<file path="config.mk">
export PLATFORM = sky130hd
export DESIGN_NAME = modular_exponentiation_core
export DESIGN_NICKNAME = d
export VERILOG_FILES = /design/src/modexp_pkg.sv /design/src/modular_exponentiation_core.sv /design/src/modexp_mulmod.sv
export SDC_FILE = /design/constraint.sdc
export NUM_CORES = 1
export LEC_CHECK = 0
export BUFFER_PORTS_ARGS = -buffer_cell sky130_fd_sc_hd__buf_2
export CORE_ASPECT_RATIO = 1.4
export CORE_MARGIN = 2
export CORE_UTILIZATION = 61
export DETAILED_ROUTE_END_ITERATION = 12
export PLACE_DENSITY = 0.81
export SETUP_SLACK_MARGIN = 0.2
export SLEW_MARGIN = 10
export SYNTH_ARGS = -nofsm -noshare
export SYNTH_HDL_FRONTEND = slang
export SYNTH_HIERARCHICAL = 1
export SYNTH_SLANG_ARGS = --single-unit
</file>
<file path="constraint.sdc">
create_clock -name aclk -period 14.8 [get_ports aclk]
set_input_delay 2.96 -clock aclk [delete_from_list [all_inputs] [get_ports aclk]]
set_output_delay 2.96 -clock aclk [all_outputs]
set_load 0.03 [all_outputs]
</file>
<file path="src/modexp_pkg.sv">
package modexp_pkg;

    localparam int OPW   = 32;
    localparam int CNT_W = $clog2(OPW);

    // Control into the shared modular multiplier
    typedef struct packed {
        logic start;
    } mm_req_t;

    // Status back from the shared modular multiplier
    typedef struct packed {
        logic busy;
        logic done;
    } mm_stat_t;

    // (a + b) mod m, valid for a, b < m; one add, one subtract, one compare
    function automatic logic [OPW-1:0] add_mod(
        input logic [OPW-1:0] a,
        input logic [OPW-1:0] b,
        input logic [OPW-1:0] m
    );
        logic [OPW:0] sum;
        logic [OPW:0] dif;
        sum = {1'b0, a} + {1'b0, b};
        dif = sum - {1'b0, m};
        if (sum >= {1'b0, m}) begin
            return dif[OPW-1:0];
        end
        return sum[OPW-1:0];
    endfunction

endpackage

</file>
<file path="src/modular_exponentiation_core.sv">
// Modular exponentiation core: power_result = base_value ^ exponent mod modulus.
// Input request on the s_ channel: s_tdata packs base_value, exponent and
// modulus. A request is taken when s_tvalid and s_tready are both high.
// The result leaves on the m_ channel as a single 32-bit word.
// Work: the base is reduced once, then right-to-left square-and-multiply
// runs over the exponent bits. Every modular product goes through one
// shared shift-and-add multiplier, one multiplier bit per cycle; each
// product runs as launch, OPW steps, then product handoff.
// Exponent zero (result 1) or modulus zero (result 0) skips the multiplier
// and goes straight to the finish state.
// Only one request is in work at a time; s_tready is high in idle only.
// The result sits in an output register, so a new request may be taken
// while the previous result still waits for m_tready. If the receiver
// stalls longer, a finished result holds in the core until the output
// register frees up.
// Reset (aresetn low, synchronous) returns to idle and drops m_tvalid.
module modular_exponentiation_core (
    input  logic                            aclk,
    input  logic                            aresetn,
    input  logic                            s_tvalid,
    output logic                            s_tready,
    // [31:0] base_value, [63:32] exponent, [95:64] modulus
    input  logic [3*modexp_pkg::OPW-1:0]    s_tdata,
    output logic                            m_tvalid,
    input  logic                            m_tready,
    // [31:0] power_result
    output logic [modexp_pkg::OPW-1:0]      m_tdata
);
    import modexp_pkg::*;

    localparam logic [2:0] ST_IDLE   = 3'd0;
    localparam logic [2:0] ST_REDUCE = 3'd1;  // base mod m
    localparam logic [2:0] ST_STEP   = 3'd2;  // pick next operation
    localparam logic [2:0] ST_MULR   = 3'd3;  // r = r * b mod m
    localparam logic [2:0] ST_MULB   = 3'd4;  // b = b * b mod m
    localparam logic [2:0] ST_FIN    = 3'd5;  // hand result to output reg

    logic [2:0]     state_reg, state_next;
    logic [OPW-1:0] r_reg, r_next;
    logic [OPW-1:0] b_reg, b_next;
    logic [OPW-1:0] e_reg, e_next;
    logic [OPW-1:0] m_reg, m_next;
    logic           start_reg, start_next;
    logic           out_valid_reg, out_valid_next;
    logic [OPW-1:0] out_data_reg, out_data_next;

    logic [OPW-1:0] in_base, in_exp, in_mod;
    logic [OPW-1:0] mm_a;
    logic [OPW-1:0] mm_mult;
    logic [OPW-1:0] mm_prod;
    mm_req_t        mm_req;
    mm_stat_t       mm_stat;

    assign in_base = s_tdata[OPW-1:0];
    assign in_exp  = s_tdata[2*OPW-1:OPW];
    assign in_mod  = s_tdata[3*OPW-1:2*OPW];

    assign s_tready = (state_reg == ST_IDLE);

    // Operand routing for the shared multiplier; held stable while it runs
    always_comb begin
        mm_a    = r_reg;
        mm_mult = b_reg;
        if (state_reg == ST_MULB) begin
            mm_a = b_reg;
        end
    end

    assign mm_req.start = start_reg;

    modexp_mulmod u_mulmod (
        .aclk    (aclk),
        .aresetn (aresetn),
        .req     (mm_req),
        .op_a    (mm_a),
        .op_mult (mm_mult),
        .op_mod  (m_reg),
        .stat    (mm_stat),
        .product (mm_prod)
    );

    always_comb begin
        state_next     = state_reg;
        r_next         = r_reg;
        b_next         = b_reg;
        e_next         = e_reg;
        m_next         = m_reg;
        start_next     = 1'b0;
        out_valid_next = out_valid_reg;
        out_data_next  = out_data_reg;

        if (out_valid_reg && m_tready) begin
            out_valid_next = 1'b0;
        end

        unique case (state_reg)
            ST_IDLE: begin
                if (s_tvalid) begin
                    b_next = in_base;
                    e_next = in_exp;
                    m_next = in_mod;
                    if (in_exp == '0) begin
                        r_next     = OPW'(1);
                        state_next = ST_FIN;
                    end else if (in_mod == '0) begin
                        r_next     = '0;
                        state_next = ST_FIN;
                    end else begin
                        // r starts at 1 mod m; reduction runs as (1 mod m) * base
                        r_next     = (in_mod == OPW'(1)) ? '0 : OPW'(1);
                        start_next = 1'b1;
                        state_next = ST_REDUCE;
                    end
                end
            end
            ST_REDUCE: begin
                if (mm_stat.done) begin
                    b_next     = mm_prod;
                    state_next = ST_STEP;
                end
            end
            ST_STEP: begin
                if (e_reg == '0) begin
                    state_next = ST_FIN;
                end else if (e_reg[0]) begin
                    start_next = 1'b1;
                    state_next = ST_MULR;
                end else begin
                    start_next = 1'b1;
                    state_next = ST_MULB;
                end
            end
            ST_MULR: begin
                if (mm_stat.done) begin
                    r_next = mm_prod;
                    e_next = {e_reg[OPW-1:1], 1'b0};
                    // last set bit: the trailing square is not needed
                    if (e_reg[OPW-1:1] == '0) begin
                        state_next = ST_FIN;
                    end else begin
                        start_next = 1'b1;
                        state_next = ST_MULB;
                    end
                end
            end
            ST_MULB: begin
                if (mm_stat.done) begin
                    b_next     = mm_prod;
                    e_next     = {1'b0, e_reg[OPW-1:1]};
                    state_next = ST_STEP;
                end
            end
            ST_FIN: begin
                if (!out_valid_reg || m_tready) begin
                    out_valid_next = 1'b1;
                    out_data_next  = r_reg;
                    state_next     = ST_IDLE;
                end
            end
            default: begin
                state_next = ST_IDLE;
            end
        endcase
    end

    always_ff @(posedge aclk) begin
        if (!aresetn) begin
            state_reg     <= ST_IDLE;
            start_reg     <= 1'b0;
            out_valid_reg <= 1'b0;
        end else begin
            state_reg     <= state_next;
            start_reg     <= start_next;
            out_valid_reg <= out_valid_next;
        end
        r_reg        <= r_next;
        b_reg        <= b_next;
        e_reg        <= e_next;
        m_reg        <= m_next;
        out_data_reg <= out_data_next;
    end

    assign m_tvalid = out_valid_reg;
    assign m_tdata  = out_data_reg;

    // A new product is never launched on top of one in flight
    a_no_start_busy: assert property (@(posedge aclk) disable iff (!aresetn)
        start_reg |-> !mm_stat.busy)
        else $error("multiplier launched while busy");

    // Multiplier completions only land in states that consume them
    a_done_state: assert property (@(posedge aclk) disable iff (!aresetn)
        mm_stat.done |-> (state_reg == ST_REDUCE || state_reg == ST_MULR ||
                          state_reg == ST_MULB))
        else $error("multiplier done outside a multiply state");

    // Exponent zero goes straight to finish with result one
    a_exp_zero: assert property (@(posedge aclk) disable iff (!aresetn)
        (s_tvalid && s_tready && in_exp == '0) |=>
            (state_reg == ST_FIN && r_reg == OPW'(1)))
        else $error("exponent zero not short-cut to one");

    // Output register is never overwritten while a result is pending
    a_no_overwrite: assert property (@(posedge aclk) disable iff (!aresetn)
        (out_valid_reg && !m_tready) |=> out_valid_reg && $stable(out_data_reg))
        else $error("pending result lost");

endmodule

</file>
<file path="src/modexp_mulmod.sv">
module modexp_mulmod (
    input  logic                          aclk,
    input  logic                          aresetn,
    input  modexp_pkg::mm_req_t           req,
    input  logic [modexp_pkg::OPW-1:0]    op_a,
    input  logic [modexp_pkg::OPW-1:0]    op_mult,
    input  logic [modexp_pkg::OPW-1:0]    op_mod,
    output modexp_pkg::mm_stat_t          stat,
    output logic [modexp_pkg::OPW-1:0]    product
);
    import modexp_pkg::*;

    logic             busy_reg, busy_next;
    logic             done_reg, done_next;
    logic [CNT_W-1:0] cnt_reg, cnt_next;
    logic [OPW-1:0]   acc_reg, acc_next;
    logic [OPW-1:0]   mult_reg, mult_next;
    logic [OPW-1:0]   dbl;
    logic [OPW-1:0]   step;

    // One multiplier bit per cycle, MSB first: acc = 2*acc (+ a) mod m
    assign dbl  = add_mod(acc_reg, acc_reg, op_mod);
    assign step = mult_reg[OPW-1] ? add_mod(dbl, op_a, op_mod) : dbl;

    always_comb begin
        busy_next = busy_reg;
        done_next = 1'b0;
        cnt_next  = cnt_reg;
        acc_next  = acc_reg;
        mult_next = mult_reg;
        if (req.start) begin
            busy_next = 1'b1;
            cnt_next  = '0;
            acc_next  = '0;
            mult_next = op_mult;
        end else if (busy_reg) begin
            acc_next  = step;
            mult_next = {mult_reg[OPW-2:0], 1'b0};
            cnt_next  = cnt_reg + 1'b1;
            if (cnt_reg == CNT_W'(OPW - 1)) begin
                busy_next = 1'b0;
                done_next = 1'b1;
            end
        end
    end

    always_ff @(posedge aclk) begin
        if (!aresetn) begin
            busy_reg <= 1'b0;
            done_reg <= 1'b0;
        end else begin
            busy_reg <= busy_next;
            done_reg <= done_next;
        end
        cnt_reg  <= cnt_next;
        acc_reg  <= acc_next;
        mult_reg <= mult_next;
    end

    assign stat.busy = busy_reg;
    assign stat.done = done_reg;
    assign product   = acc_reg;

endmodule
</file>
==> metrics.txt <==
Initial Util=61.6%; GRT Total Usage=30.5%; clk root buf=clkbuf_16; Mapped Nets=1675; CP arrival=8.56 ns; vias=12400; fin crit period=8.18 ns; layout cells sized above 1=20.8%; area grow syn2layout=10.7%; final clock skew=0.0138 ns; Post-Place Cell Area=0.0164 sq mm; drt initial violations=1139; worst hold-check path type=register to register; Max Slew Vio Count=0; highest achievable clock rate=122 MHz; WL/cell=21.8 microns; crit-path max cell delay=0.56 ns; syn_area_per_cell=10.5 sq um; area of the multi-input gates=0.00827 sq mm; Clock Tree Buf Depth=3; H-tree depth reported by CTS=1; antenna cells=0; first-pass iteration count of the detailed router=6; CTS Buf Count=24; Setup TNS=0 ns; Worst-path clk slew=0.07 ns; # clock sinks=236; hpwl dp=31.5 mm; CP max FO=33; Worst path slowest cell=a211oi_1; Routability Congestion=0.985; vias in the first global route=12000; # IOs=134; CTS resizes=0; critical path launch point type=register; Layout fillers=1886; Critical Path RT=15.18 ns; initial antenna violation count=0; Worst Setup End Kind=register; Final Cycle Share=55.3%; post-CTS setup buffer count=0; clk_lat worst skew=0.53 ns; slew margin rel.=23.1%; first-pass GRT wire length=64.7 mm; Reg area=0.00665 sq mm; Buffers on Ports=133; max cap viols=0; final hold vios=0; CP Class=register to register; die footprint=0.0268 sq mm; worst slew pin tran=1.15 ns; Mapped Area=0.0155 sq mm; number of vias per cell=6.46; Chip Width=139 microns; RSZ-0062 raised after global routing=false; post-synthesis cell count=1474; gr ovfl total=0; largest net degree at the start of global routing=56; status=completed; warnings from Yosys=6; final wirelength=41.8 mm; post-route ant nets=0; chip height=193 microns; nets=1782; hold buffers post-CTS=0; # setup viols final=0; CTS tree=built; Cell Rows=69; Core Region=0.0252 sq mm; Remaining DRCs=0; Design Area, Final=0.0172 sq mm
[through the flow]
step	hold WS, ns	std cells	worst slack [ns]	util [%]
after floorplan	0.422	1474	8.55	-
after global placement	0.425	1874	7.08	64.9
after detailed placement	0.430	1874	6.86	64.9
after CTS	0.444	1917	6.80	68.2
after global routing	0.465	1917	6.32	68.2
final	0.442	1917	6.62	68.2
[placed cells by master, fill, tap and decap left out, types with 18 or more instances in the layout]
| cell type | count |
|---|---|
| a21o_1 | 47 |
| a21oi_1 | 103 |
| a22o_1 | 35 |
| and3_1 | 43 |
| buf_2 | 133 |
| clkbuf_16 | 25 |
| dfxtp_1 | 43 |
| edfxtp_1 | 192 |
| ha_1 | 98 |
| inv_1 | 69 |
| mux2_2 | 107 |
| nand2_1 | 80 |
| nand2b_1 | 21 |
| nand3_1 | 32 |
| nand4_1 | 22 |
| nor2_1 | 96 |
| nor3_1 | 18 |
| nor4_1 | 25 |
| o21ai_0 | 52 |
| xnor2_1 | 52 |
| xor2_1 | 33 |
[routing by layer]
metal | track usage, % | vias up | part of all wire (%)
li1 | - | 5796 | -
met1 | 39.3 | 5945 | 41
met2 | 54.4 | 559 | 49
met3 | 3.52 | 87 | 6.8
met4 | 8.86 | 0 | 2.9
met5 | 0 | - | 0
[path summary, 6_finish.rpt]
kind                                        endpoint  cells after the start  slack (ns)                start
worst max-delay path            u_mulmod/product[16]                     28        6.62  u_mulmod/product[3]
worst min-delay path                     m_tdata[16]                      0        0.44            r_reg[16]
worst max register to register  u_mulmod/product[16]                     28        6.62  u_mulmod/product[3]
worst min register to register           m_tdata[16]                      0        0.44            r_reg[16]
[worst max-delay path: cells and delay by family, from the launching register on]
kind	cells	cell delay [ns]
muxes	2	0.79
adders and majority gates	3	1.12
AOI/OAI and AO/OA	15	3.51
xor gates and xnor gates	1	0.18
DFF	1	0.38
buffers and inverters	2	0.75
and+or+nand+nor	5	1.27
[layout make-up]
class / instances / area share (%)
Clock buffer: 29 / 3.73
Clock inverter: 14 / 1.03
Inverter: 70 / 1.53
Multi-Input combinational cell: 1099 / 48.1
Sequential cell: 236 / 38.7
Tap cell: 319 / 2.32
Timing Repair Buffer: 150 / 4.62
Power is not shown: default switching activity piles up to over one toggle a cycle in this logic, so the estimate is an artifact.
